<file path="config.mk">
export PLATFORM = sky130hd
export DESIGN_NAME = infix_to_postfix_operator_stack
export DESIGN_NICKNAME = d
export VERILOG_FILES = /design/src/rtl/itp_pkg.sv /design/src/rtl/infix_to_postfix_operator_stack.sv /design/src/rtl/itp_front.sv /design/src/rtl/itp_fifo.sv /design/src/rtl/itp_back.sv
export SDC_FILE = /design/constraint.sdc
export NUM_CORES = 1
export LEC_CHECK = 0
export BUFFER_PORTS_ARGS = -buffer_cell sky130_fd_sc_hd__clkbuf_2
export CAP_MARGIN = 5
export CORE_MARGIN = 8
export CORE_UTILIZATION = 50
export DETAILED_ROUTE_END_ITERATION = 16
export PLACE_DENSITY = 0.68
export SLEW_MARGIN = 40
export SYNTH_ARGS = -nofsm -noshare
export SYNTH_HDL_FRONTEND = slang
export SYNTH_SLANG_ARGS = --single-unit
</file>
<file path="constraint.sdc">
create_clock -name clk -period 17.53 [get_ports clk]
set_input_delay 1.753 -clock clk [delete_from_list [all_inputs] [get_ports clk]]
set_output_delay 1.753 -clock clk [all_outputs]
set_load 0.02 [all_outputs]
</file>
<file path="src/rtl/itp_pkg.sv">
// shared types, constants and precedence function for the operator stack
// no dependencies
package itp_pkg;

	localparam int STACK_DEPTH = 16;
	localparam int CNT_W = $clog2(STACK_DEPTH + 1);
	localparam int IDX_W = $clog2(STACK_DEPTH);

	localparam int FQ_DEPTH = 2;
	localparam int FQ_PTR_W = $clog2(FQ_DEPTH);
	localparam int FQ_CNT_W = $clog2(FQ_DEPTH + 1);

	typedef enum logic [1:0] {
		CMD_OPERAND  = 2'd0,
		CMD_OPERATOR = 2'd1,
		CMD_END      = 2'd2
	} cmd_e;

	localparam logic [1:0] KIND_OPERAND  = 2'd0;
	localparam logic [1:0] KIND_OPERATOR = 2'd1;
	localparam logic [1:0] KIND_PRINT    = 2'd2;

	typedef logic [1:0] cls_t;
	localparam cls_t CLS_OTHER = 2'd0;
	localparam cls_t CLS_ADD   = 2'd1;
	localparam cls_t CLS_MUL   = 2'd2;

	localparam logic [7:0] CH_MUL = 8'h2A;
	localparam logic [7:0] CH_DIV = 8'h2F;
	localparam logic [7:0] CH_ADD = 8'h2B;
	localparam logic [7:0] CH_SUB = 8'h2D;

	typedef struct packed {
		logic [1:0]  command;
		logic [31:0] operand_value;
		logic [7:0]  operator_code;
	} in_item_t;

	typedef struct packed {
		logic [1:0]  out_kind;
		logic [31:0] out_operand;
		logic [7:0]  out_operator;
		logic        overflow_seen;
		logic        last;
	} out_item_t;

	typedef struct packed {
		cmd_e        kind;
		logic [31:0] value;
		logic [7:0]  code;
		cls_t        cls;
	} tok_t;

	typedef struct packed {
		logic [7:0] code;
		cls_t       below_cls;
	} entry_t;

	function automatic cls_t prec_class(input logic [7:0] code);
		cls_t c;
		c = CLS_OTHER;
		if (code == CH_MUL || code == CH_DIV) begin
			c = CLS_MUL;
		end else if (code == CH_ADD || code == CH_SUB) begin
			c = CLS_ADD;
		end
		return c;
	endfunction

endpackage

</file>
<file path="src/rtl/infix_to_postfix_operator_stack.sv">
// operand: current-token register, then result register; operator: one pop per cycle, push folded in
// end: pops each stacked operator in turn, then emits the print marker
// the back end takes a new token only once done with the last, and pops happen only while the result
// register is free; a 2-entry queue separates front and back
// arst_n clears the queue, current-token valid, stack count, overflow flag and result valid; stack data is not reset
// top level: front, token queue and back end; depends on itp_pkg
module infix_to_postfix_operator_stack (
	input  logic               clk,
	input  logic               arst_n,
	input  logic               item_valid,
	output logic               item_ready,
	input  itp_pkg::in_item_t  item,
	output logic               result_valid,
	input  logic               result_ready,
	output itp_pkg::out_item_t result
);

	logic          fq_push_valid;
	logic          fq_push_ready;
	itp_pkg::tok_t fq_push_tok;
	logic          fq_pop_valid;
	logic          fq_pop_ready;
	itp_pkg::tok_t fq_pop_tok;

	itp_front u_front (
		.item_valid (item_valid),
		.item_ready (item_ready),
		.item       (item),
		.push_valid (fq_push_valid),
		.push_ready (fq_push_ready),
		.push_tok   (fq_push_tok)
	);

	itp_fifo u_fifo (
		.clk        (clk),
		.arst_n     (arst_n),
		.push_valid (fq_push_valid),
		.push_ready (fq_push_ready),
		.push_tok   (fq_push_tok),
		.pop_valid  (fq_pop_valid),
		.pop_ready  (fq_pop_ready),
		.pop_tok    (fq_pop_tok)
	);

	itp_back u_back (
		.clk          (clk),
		.arst_n       (arst_n),
		.tok_valid    (fq_pop_valid),
		.tok_ready    (fq_pop_ready),
		.tok          (fq_pop_tok),
		.result_valid (result_valid),
		.result_ready (result_ready),
		.result       (result)
	);

endmodule

</file>
<file path="src/rtl/itp_front.sv">
// front end: accepts tokens, drops unused commands, tags operator precedence
// depends on itp_pkg
module itp_front (
	input  logic             item_valid,
	output logic             item_ready,
	input  itp_pkg::in_item_t item,
	output logic             push_valid,
	input  logic             push_ready,
	output itp_pkg::tok_t    push_tok
);

	always_comb begin
		item_ready = push_ready;
		push_valid = 1'b0;
		push_tok.kind = itp_pkg::CMD_OPERAND;
		push_tok.value = item.operand_value;
		push_tok.code = item.operator_code;
		push_tok.cls = itp_pkg::prec_class(item.operator_code);
		case (item.command)
			itp_pkg::CMD_OPERAND: begin
				push_valid = item_valid;
				push_tok.kind = itp_pkg::CMD_OPERAND;
			end
			itp_pkg::CMD_OPERATOR: begin
				push_valid = item_valid;
				push_tok.kind = itp_pkg::CMD_OPERATOR;
			end
			itp_pkg::CMD_END: begin
				push_valid = item_valid;
				push_tok.kind = itp_pkg::CMD_END;
			end
			default: begin
				push_valid = 1'b0;
			end
		endcase
	end

endmodule

</file>
<file path="src/rtl/itp_fifo.sv">
// short token queue between front and back
// depends on itp_pkg
module itp_fifo (
	input  logic          clk,
	input  logic          arst_n,
	input  logic          push_valid,
	output logic          push_ready,
	input  itp_pkg::tok_t push_tok,
	output logic          pop_valid,
	input  logic          pop_ready,
	output itp_pkg::tok_t pop_tok
);

	itp_pkg::tok_t                mem_q [itp_pkg::FQ_DEPTH];
	logic [itp_pkg::FQ_PTR_W-1:0] wr_ptr_q;
	logic [itp_pkg::FQ_PTR_W-1:0] rd_ptr_q;
	logic [itp_pkg::FQ_CNT_W-1:0] cnt_q;
	logic                         do_push;
	logic                         do_pop;

	assign push_ready = cnt_q != itp_pkg::FQ_CNT_W'(itp_pkg::FQ_DEPTH);
	assign pop_valid = cnt_q != '0;
	assign pop_tok = mem_q[rd_ptr_q];
	assign do_push = push_valid && push_ready;
	assign do_pop = pop_valid && pop_ready;

	function automatic logic [itp_pkg::FQ_PTR_W-1:0] ptr_next(
		input logic [itp_pkg::FQ_PTR_W-1:0] p
	);
		logic [itp_pkg::FQ_PTR_W-1:0] n;
		n = p + itp_pkg::FQ_PTR_W'(1);
		if (p == itp_pkg::FQ_PTR_W'(itp_pkg::FQ_DEPTH - 1)) begin
			n = '0;
		end
		return n;
	endfunction

	always_ff @(posedge clk or negedge arst_n) begin
		if (!arst_n) begin
			wr_ptr_q <= '0;
			rd_ptr_q <= '0;
			cnt_q <= '0;
		end else begin
			if (do_push) begin
				wr_ptr_q <= ptr_next(wr_ptr_q);
			end
			if (do_pop) begin
				rd_ptr_q <= ptr_next(rd_ptr_q);
			end
			if (do_push && !do_pop) begin
				cnt_q <= cnt_q + itp_pkg::FQ_CNT_W'(1);
			end else if (do_pop && !do_push) begin
				cnt_q <= cnt_q - itp_pkg::FQ_CNT_W'(1);
			end
		end
	end

	always_ff @(posedge clk) begin
		if (do_push) begin
			mem_q[wr_ptr_q] <= push_tok;
		end
	end

endmodule

</file>
<file path="src/rtl/itp_back.sv">
// back end: operator stack, pops, pushes and the result register
// depends on itp_pkg
module itp_back (
	input  logic                clk,
	input  logic                arst_n,
	input  logic                tok_valid,
	output logic                tok_ready,
	input  itp_pkg::tok_t       tok,
	output logic                result_valid,
	input  logic                result_ready,
	output itp_pkg::out_item_t  result
);

	itp_pkg::tok_t              cur_q;
	logic                       cur_valid_q;
	itp_pkg::entry_t            stack_q [itp_pkg::STACK_DEPTH];
	logic [itp_pkg::CNT_W-1:0]  count_q;
	logic                       ovf_q;
	logic                       out_valid_q;
	itp_pkg::out_item_t         out_q;

	logic [itp_pkg::CNT_W-1:0]  top_sum;
	logic [itp_pkg::IDX_W-1:0]  top_idx;
	itp_pkg::entry_t            top;
	itp_pkg::cls_t              top_cls;
	logic                       nonempty;
	logic                       full;
	logic                       pop_hit;
	logic                       more;
	logic                       out_free;
	logic                       emit;
	itp_pkg::out_item_t         emit_item;
	logic                       done;
	logic                       wr_en;
	logic [itp_pkg::IDX_W-1:0]  wr_idx;
	itp_pkg::entry_t            wr_entry;
	logic [itp_pkg::CNT_W-1:0]  count_d;
	logic                       ovf_d;

	assign tok_ready = !cur_valid_q;
	assign result_valid = out_valid_q;
	assign result = out_q;

	always_comb begin
		top_sum = count_q - itp_pkg::CNT_W'(1);
		top_idx = top_sum[itp_pkg::IDX_W-1:0];
		top = stack_q[top_idx];
		top_cls = itp_pkg::prec_class(top.code);
		nonempty = count_q != '0;
		full = count_q == itp_pkg::CNT_W'(itp_pkg::STACK_DEPTH);
		pop_hit = nonempty && (top_cls >= cur_q.cls);
		more = (count_q > itp_pkg::CNT_W'(1)) && (top.below_cls >= cur_q.cls);
		out_free = !out_valid_q || result_ready;

		emit = 1'b0;
		emit_item = '0;
		done = 1'b0;
		wr_en = 1'b0;
		wr_idx = top_idx;
		wr_entry.code = cur_q.code;
		wr_entry.below_cls = top.below_cls;
		count_d = count_q;
		ovf_d = ovf_q;

		if (cur_valid_q) begin
			case (cur_q.kind)
				itp_pkg::CMD_OPERAND: begin
					if (out_free) begin
						emit = 1'b1;
						emit_item.out_kind = itp_pkg::KIND_OPERAND;
						emit_item.out_operand = cur_q.value;
						emit_item.last = 1'b1;
						done = 1'b1;
					end
				end
				itp_pkg::CMD_OPERATOR: begin
					if (pop_hit) begin
						if (out_free) begin
							emit = 1'b1;
							emit_item.out_kind = itp_pkg::KIND_OPERATOR;
							emit_item.out_operator = top.code;
							emit_item.last = !more;
							if (more) begin
								count_d = top_sum;
							end else begin
								// last pop: new operator takes the freed slot
								wr_en = 1'b1;
								wr_idx = top_idx;
								wr_entry.below_cls = top.below_cls;
								done = 1'b1;
							end
						end
					end else begin
						if (!full) begin
							wr_en = 1'b1;
							wr_idx = count_q[itp_pkg::IDX_W-1:0];
							wr_entry.below_cls = top_cls;
							count_d = count_q + itp_pkg::CNT_W'(1);
						end else begin
							ovf_d = 1'b1;
						end
						done = 1'b1;
					end
				end
				itp_pkg::CMD_END: begin
					if (out_free) begin
						emit = 1'b1;
						if (nonempty) begin
							emit_item.out_kind = itp_pkg::KIND_OPERATOR;
							emit_item.out_operator = top.code;
							count_d = top_sum;
						end else begin
							emit_item.out_kind = itp_pkg::KIND_PRINT;
							emit_item.overflow_seen = ovf_q;
							emit_item.last = 1'b1;
							done = 1'b1;
						end
					end
				end
				default: begin
					done = 1'b1;
				end
			endcase
		end
	end

	always_ff @(posedge clk or negedge arst_n) begin
		if (!arst_n) begin
			cur_valid_q <= 1'b0;
			count_q <= '0;
			ovf_q <= 1'b0;
			out_valid_q <= 1'b0;
		end else begin
			count_q <= count_d;
			ovf_q <= ovf_d;
			if (tok_valid && tok_ready) begin
				cur_valid_q <= 1'b1;
			end else if (done) begin
				cur_valid_q <= 1'b0;
			end
			if (emit) begin
				out_valid_q <= 1'b1;
			end else if (result_ready) begin
				out_valid_q <= 1'b0;
			end
		end
	end

	always_ff @(posedge clk) begin
		if (tok_valid && tok_ready) begin
			cur_q <= tok;
		end
		if (emit) begin
			out_q <= emit_item;
		end
		if (wr_en) begin
			stack_q[wr_idx] <= wr_entry;
		end
	end

endmodule

</file>
==> results of run 1 <==
Yosys cell counts, types with 6 or more instances:
master / instances / area share, %
a21oi_1: 13 / 0.47
a31oi_1: 10 / 0.46
and2_1: 33 / 1.5
buf_4: 6 / 0.33
clkbuf_1: 16 / 0.44
dfrtp_1: 12 / 2.2
edfxtp_1: 336 / 73
ha_1: 13 / 1.2
inv_1: 15 / 0.41
mux2_2: 46 / 3.8
mux2i_1: 9 / 0.66
mux4_1: 12 / 2.3
mux4_2: 27 / 4.4
nand2_1: 41 / 1.1
nand3_1: 10 / 0.36
nand4_1: 6 / 0.27
nor2_1: 32 / 0.87
nor2b_1: 9 / 0.41
nor3_1: 6 / 0.22
nor3b_1: 9 / 0.49
o21ai_0: 6 / 0.22
xnor2_1: 12 / 0.76
logic make-up after synthesis:
kind of cell / share of synthesized area [%]
flip-flops: 75.6
AND/OR/NAND/NOR: 6.11
multiplexers: 11.1
AO/OA/AOI/OAI: 2.88
buffers and inverters: 1.89
XOR/XNOR: 1.20
adder cells (fa/ha/maj): 1.18
how the worst max path moves through the flow:
stage,startpoint,endpoint,slack [ps],depth (start not counted)
CTS,u_back.count_q[0],u_back.stack_q[11][1],11130,16
global placement,u_back.count_q[0],u_back.stack_q[3][3],10920,14
global route,u_back.count_q[0],u_back.stack_q[7][7],11300,16
detailed placement,u_back.count_q[0],u_back.stack_q[11][6],11170,16
finish,u_back.count_q[0],u_back.stack_q[7][3],11700,16
floorplan,u_back.count_q[0],u_back.result[0],11670,19
placed cells by master, fill, tap and decap left out, types with 6 or more instances in the layout:
master and n:
clkbuf_1 6, mux4_1 12, nand4_1 6, buf_4 11
mux2_2 46, o21ai_0 6, nand2_1 41, clkbuf_16 38
mux4_2 27, and2_1 32, clkinv_2 9, nor2_2 16
nor2b_1 9, a21oi_1 13, dfrtp_1 10, nor2_1 14
nor3b_1 9, a31oi_1 10, inv_1 14, ha_1 13
mux2i_1 9, nor3_1 6, xnor2_1 11, edfxtp_1 336
nand3_1 10, clkbuf_2 91
state kept, by name, indices dropped and copies added, names as in the netlist:
name and count:
u_fifo.cnt_q 2, u_back.result 44, u_fifo.wr_ptr_q 1, u_back.cur_q 44
u_back.ovf_q 1, u_back.stack_q 160, u_fifo.rd_ptr_q 1, u_back.count_q 5
u_back.cur_valid_q 1, u_fifo.mem_q 88, u_back.result_valid 1
through the flow:
stage	util (%)	total power [mW]	hold WS (ps)	area [µm²]
after global routing	58.5	3.28	521	15800
after floorplan	-	2.06	442	13700
after CTS	58.4	3.15	483	15700
after global placement	53.9	2.39	475	14500
after detailed placement	54.1	2.42	462	14600
final	58.5	3.13	481	15800
power breakdown:
part	switching (mW)	internal [mW]
clock network	0.303	0.427
logic	0.657	0.401
registers	0.128	1.22
total	1.09	2.05
area by class of cell:
class	instances	area (µm²)
Tap cell	341	427
Clock inverter	16	114
Inverter	17	63.8
Multi-Input combinational cell	345	3170
Clock buffer	48	1030
Timing Repair Buffer	103	558
Fill cell	1975	11200
Sequential cell	348	10400
routing by layer:
layer,GRT usage [%],part of all wire (%)
met5,0,0
met4,5.48,2.6
met3,3.69,6.1
met2,25.9,47
met1,22.2,44
critical path, delay by kind of cell, from the launching register on:
| kind | cells | cell delay (ps) |
|---|---|---|
| AO/OA/AOI/OAI | 4 | 1290 |
| adder cells (fa/ha/maj) | 2 | 620 |
| buffers and inverters | 4 | 1230 |
| flip-flops | 1 | 330 |
| multiplexers | 2 | 740 |
| AND/OR/NAND/NOR | 4 | 1230 |
==> results.md, run 1 <==
Logic synthesis:
- After synthesis the cells add up to 13700 µm².
- The portion of the post-synthesis area used by sequential elements is 75.6%.
- In the synthesized netlist the dominant register cell turns out to be edfxtp_1.
- Counting distinct cell types in the post-synthesis netlist gives 55.
- The synthesized design contains 336 enable-type register cells.
- The count of synthesis-stage warnings from yosys is 0.
- The cell count after synthesis is 742.
- The number of nets in the synthesized netlist is 801.
- Counting flops with an async set or reset pin after synthesis yields a share of 3.45%.
- Each instance of the synthesized netlist takes up on average 18.5 µm².
- Synthesis inferred 348 register bits.

CTS:
- Clock-pin slew was measured on the worst setup and hold paths at 60 ps.
- TritonCTS built the clock tree.
- The clock passes through at most 3 buffers.
- The cts-stage hold buffer count is 0.
- Clock tree synthesis inserted a total of 36 buffers.
- The tree built by TritonCTS fans out to 348 sinks.
- The clock tree root buffer cell is clkbuf_16.
- In this run the number of H-tree levels came out at 2.
- The post-CTS setup buffer count is 0.
- The post-cts gate resize count is 0.
- For the worst-skew pair, the clock arrives at the later sink with an insertion delay of 530 ps.

Timing:
- After layout, the minimum clock period comes to 5830 ps.
- The relative slew slack is 50.1%.
- Setup repair after global routing left no endpoint under its margin.
- The worst clock skew is 24.3 ps.
- The worst path uses 33.3% of the clock period.
- The number of setup violations in the final report is 0.
- The hold violation count in the final report is 0.
- The final max-slew violation count is 0.
- The post-route worst setup slack is 11700 ps.
- The slew at the pin closest to its max-slew limit is 744 ps.
- For this run, the top clock speed supported by timing is 0.171 GHz.
- Adding up every negative setup slack in the final design gives 0 ps.

Critical path:
- The largest stage delay on the critical path is 620 ps.
- The worst path required time is 17690 ps.
- The worst reg2reg path depth is 16.
- The endpoint identified for the worst register-to-register timing path is u_back.stack_q[7][3].
- The data arrival time of the critical path is 5990 ps.
- The critical path is of the flip-flop to flip-flop type.
- For flop-to-flop paths, the worst setup slack is 11700 ps.
- The critical path goes through buf_4, inv_2, ha_1, buf_4, inv_2, mux4_2, mux2i_1, nor4bb_1, a31oi_1, nand3b_1, ha_1, nand2b_1, a211oi_1, o21bai_1, a31oi_1, nor2_2.
- The worst setup path is launched from a flip-flop.
- Among all stages on the critical path, the largest delay is contributed by o21bai_1.
- The peak fanout along the critical path is 34.
- The worst setup path is captured at a flip-flop.
- The startpoint identified for the worst register-to-register timing path is u_back.count_q[0].

Floorplan:
- The die covers 33000 µm².
- The floorplan die width is 182 µm.
- The starting utilization of the core area is 51.0%.
- The core region is 27000 µm².
- The I/O pin count is 92.
- Row generation in the floorplan step produced 60 rows.
- In this run the vertical extent of the chip is 182 µm.

Route:
- The total iterations of the first detailed-routing run is 6.
- Across all layers, the routed design uses 6855 vias.
- The average wire length per cell after detail routing is 22.3 µm.
- The DRC violation total after the first TritonRoute iteration is 533.
- The average vias per placed instance is 5.63.
- The final routed DRC violation total is 0.
- The count of nets left with antenna violations once routing finished came out at 0.
- The routed design has 27.2 mm of wire.

Power:
- VDD sags by at most 0.101 mV.
- Power spread over the standard cell area amounts to 199 nW/µm².
- The total leakage power is 5.44 nW.

Placed design:
- The minimum setup slack after placement is 11170 ps.
- The HPWL after detailed placement is 18.0 mm.
- The routability-driven placement congestion ratio is 0.956.
- Input and output buffers added on the ports amount to 91.
- Counting tap cells, the placed design contains a total of 1153 instances.

Cells and area:
- The number of antenna repair diodes is 0.
- The count of non-filler cells in the finished layout is 1218.
- The area growth from synthesis to layout is 14.6%.
- The fraction of layout cells with a size suffix above 1 is 29.6%.
- The post-layout net count is 910.

Min path:
- In this run the worst hold path is classified as flip-flop to flip-flop.
- For hold timing, the worst endpoint is u_back.ovf_q.
- In this run the most critical hold path is launched from u_back.ovf_q.
- The instance count along the most critical hold path is 1.

Global route:
- The first global-routing pass estimated 41.5 mm of wire.
- The global routing usage summed across all routing layers is 16.3%.
- The total overflow left after global routing is 0.
- The number of global-route vias before repair is 7146.
- The initial antenna violation count was 0.
- Entering global routing, the biggest net connects 54 pins.

Outcome:
- The run finished with clean final reports.

Flow run:
- The number of max-cap violations is 0.
No activity file was read; power rests on OpenSTA's default activity.
==> run 2: changes to the inputs <==
--- a/config.mk
+++ b/config.mk
@@ -10,7 +10,7 @@
 export CORE_MARGIN = 8
 export CORE_UTILIZATION = 50
 export DETAILED_ROUTE_END_ITERATION = 16
-export PLACE_DENSITY = 0.68
+export PLACE_DENSITY = 0.7
 export SLEW_MARGIN = 40
 export SYNTH_ARGS = -nofsm -noshare
 export SYNTH_HDL_FRONTEND = slang
==> constraint.sdc (replaced) <==
create_clock -name clk -period 4.9 [get_ports clk]
set_input_delay 0.49 -clock clk [delete_from_list [all_inputs] [get_ports clk]]
set_output_delay 0.49 -clock clk [all_outputs]
set_load 0.02 [all_outputs]
==> run 2 against run 1 <==
Final area up 2.1%. Critical path depth did not move. Non-clock buffer count grew 46. Die area did not move. Largest power group unchanged. Fmax up 23%. Power rose to 3.7 times the previous value. Clock skew decreased by 6.6 ps. Via count is 3.5% higher. Routed wire length is 1.1% higher. Largest cell class unchanged.
==> results.md, run 2 (synthesis gave the netlist of run 1 again) <==
Timing:
- Measured against its own limit, the worst slew margin works out to 51.9%.
- Setup repair after global routing could not meet its margin everywhere.
- The share of the cycle needed by the critical path after routing is 96.5%.
- The post-route setup TNS is 0 ps.
- The worst clock skew is 17.8 ps.
- The final max-slew violation count came to 0.
- The time the worst path needs with I/O delays and setup is 4730 ps.
- Based on the critical path, the design can be clocked at up to 0.211 GHz.
- The slew at the pin closest to its max-slew limit is 714 ps.
- The hold violation count in the final report is 0.
- Setup violations remaining at the end of the flow were counted as 0.

Floorplan:
- The starting utilization of the core area is 51.0%.
- The area of the die is 33000 µm².
- From bottom edge to top edge, the die measures 182 µm.
- The floorplan die width is 182 µm.
- The core outline area is 27000 µm².
- The number of rows created at floorplan is 60.
- For this design the top-level I/O count stands at 92.

Route:
- In the final routed layout, each cell accounts on average for 21.8 µm.
- The DRC violation total after the first TritonRoute iteration is 673.
- After detailed routing, the number of vias per cell comes to 5.62.
- The final routed DRC violation total is 0.
- For this run, the detailed router's first-pass iteration total came to 5.
- The via count is 7096.
- The remaining number of nets flagged by the antenna check after routing is 0.
- The sum of routed wire length over all layers is 27.5 mm.

Placed design:
- The detailed placer's ending HPWL is 18.8 mm.
- At the end of routability-driven placement, the weighted congestion stood at 0.927.
- The count of input and output buffers is 91.
- The number of placed instances, taps included, is 1199.

CTS:
- In this run the deepest clock path goes through 3 buffers.
- TritonCTS built the clock tree.
- The number of buffers added by the clock tree synthesis step is 35.
- The clock tree root buffer cell is clkbuf_16.
- For this design, the sink count on the clock tree is 348.
- Clock latency on the worst-skew pair, taken at its later pin, is 520 ps.
- The H-tree generated during clock tree synthesis spans 2 levels.
- The clock-pin transition on the worst setup and hold timing paths is 60 ps.
- The post-CTS setup buffer count is 0.

Power:
- The total leakage power is 5.65 nW.
- After layout, the design draws a total of 11.5 mW.
- IR analysis of the VDD net gives a maximum drop of 0.432 mV.
- Power spread over the standard cell area amounts to 716 nW/µm².

Cells and area:
- After the last flow step, the layout net total stands at 955.
- The fraction of layout cells with a size suffix above 1 is 31.6%.
- The leading cell type in the layout, fill and taps excluded is edfxtp_1.
- The largest registers in the layout are u_back.stack_q x160, u_fifo.mem_q x88.
- The number of antenna repair diodes is 0.
- The register with the most flip-flops in the layout has 160 of them.
- The relative area change from synthesis to final layout is 17.1%.
- The register with the highest flop count is u_back.stack_q.
- Leaving out filler cells and counting taps, the final layout contains 1262.
- The top cell types in the final layout, fill and taps aside, are edfxtp_1, clkbuf_2, buf_4, mux2_2, nand2_1.

Global route:
- The maximum number of pins on one net before global-route repair is 46.
- The number of global-route vias before repair came to 7415.
- The sum of overflow across all layers after global routing is 0.
- The first global-routing pass estimated 42.5 mm of wire.
- Across every metal layer, demand over resource in global routing totals 16.6%.
- The initial antenna violation count is 0.

Critical path:
- Together, buffers and inverters on the worst path number 3.
- The slowest cell on the critical path is nor2_2.
- The critical path starts at u_back.count_q[0].
- Counting stages on the worst path, the most repeated cell is ha_1.
- Data on the critical path is required at its endpoint by 5040 ps.
- The critical path is of the flip-flop to flip-flop type.
- The worst register-to-register path begins at u_back.count_q[0].
- For the worst setup path, the data arrival time is 4870 ps.
- The kind of cell adding the most delay to the critical path is compound AO/OA/AOI/OAI gates.
- The critical path goes through inv_2, ha_1, buf_4, mux4_2, mux2i_1, mux2_2, nor4bb_1, a31oi_1, nand3b_1, ha_1, nand2b_1, a211oi_1, o21bai_1, inv_1, a31oi_2, nor2_2.
- The peak fanout along the critical path is 10.
- The largest stage delay on the critical path is 520 ps.
- The nature of the critical path endpoint is a flip-flop.
- STA classifies the critical path startpoint as a flip-flop.

Min path:
- The class of the tightest hold or removal check is input port to flip-flop.
- In this run the most critical hold path is launched from item[26].

Outcome:
- The run finished with clean final reports.

Flow run:
- The tool flagged a number of max-cap violations equal to 0.
## run 2: cell count changes in the layout (fill, tap and decap cells not counted), sizes merged
cell         before  now
buf              12   57
bufinv            1    3
clkbuf          139  134
clkinv           15   12
clkinvlp          1    3
dlygate4sd3       0    1
inv              16   18
## run 2: final cells by class
class                           count  area [µm²]
Clock buffer                       43         906
Clock inverter                     19         216
Fill cell                        1971       10900
Inverter                           17        63.8
Multi-Input combinational cell    345        3160
Sequential cell                   348       10400
Tap cell                          341         427
Timing Repair Buffer              149         933
## run 2: layer usage
| metal | global-route usage [%] | vias up | wire length [µm] |
|---|---|---|---|
| met2 | 27.0 | 238 | 13200 |
| met4 | 4.46 | 0 | 546 |
| li1 | - | 3224 | - |
| met3 | 3.29 | 34 | 1670 |
| met1 | 22.5 | 3600 | 12000 |
| met5 | 0 | - | 0 |
## run 2: metrics by stage
step | area [µm²] | hold WS [ps] | setup slack [ps] | util [%]
after detailed placement | 14900 | 414 | 30.2 | 55.4
after global routing | 16100 | 146 | -29.9 | 59.7
after CTS | 16100 | 143 | -21.8 | 59.6
after floorplan | 13800 | 194 | 33.9 | -
final | 16100 | 158 | 171 | 59.7
after global placement | 14900 | 415 | 87.2 | 55.2
## run 2: timing repair
action                                  CTS  global route
resized for setup                         0             6
endpoints found under the setup margin   20            48
hold buffers                              1             0
hold endpoints to repair                 12             0
## run 2: power by group
group,leakage [nW],internal (mW),switching [mW]
Combinational,1.89,1.70,2.52
Sequential,3.23,4.35,0.363
Clock,0.535,1.50,1.08
Total,5.65,7.55,3.97
## run 2: worst paths after layout
path / slack (ps) / endpoint / cells after the start
worst max-delay path: 170 / u_back.stack_q[8][6] / 16
worst min-delay path: 160 / u_fifo.mem_q[1][28] / 1
worst max register to register: 170 / u_back.stack_q[8][6] / 16
worst min register to register: 500 / u_back.ovf_q / 1
max in group asynchronous: 4190 / u_back.count_q[0] / 2
min in group asynchronous: 420 / u_fifo.wr_ptr_q / 2
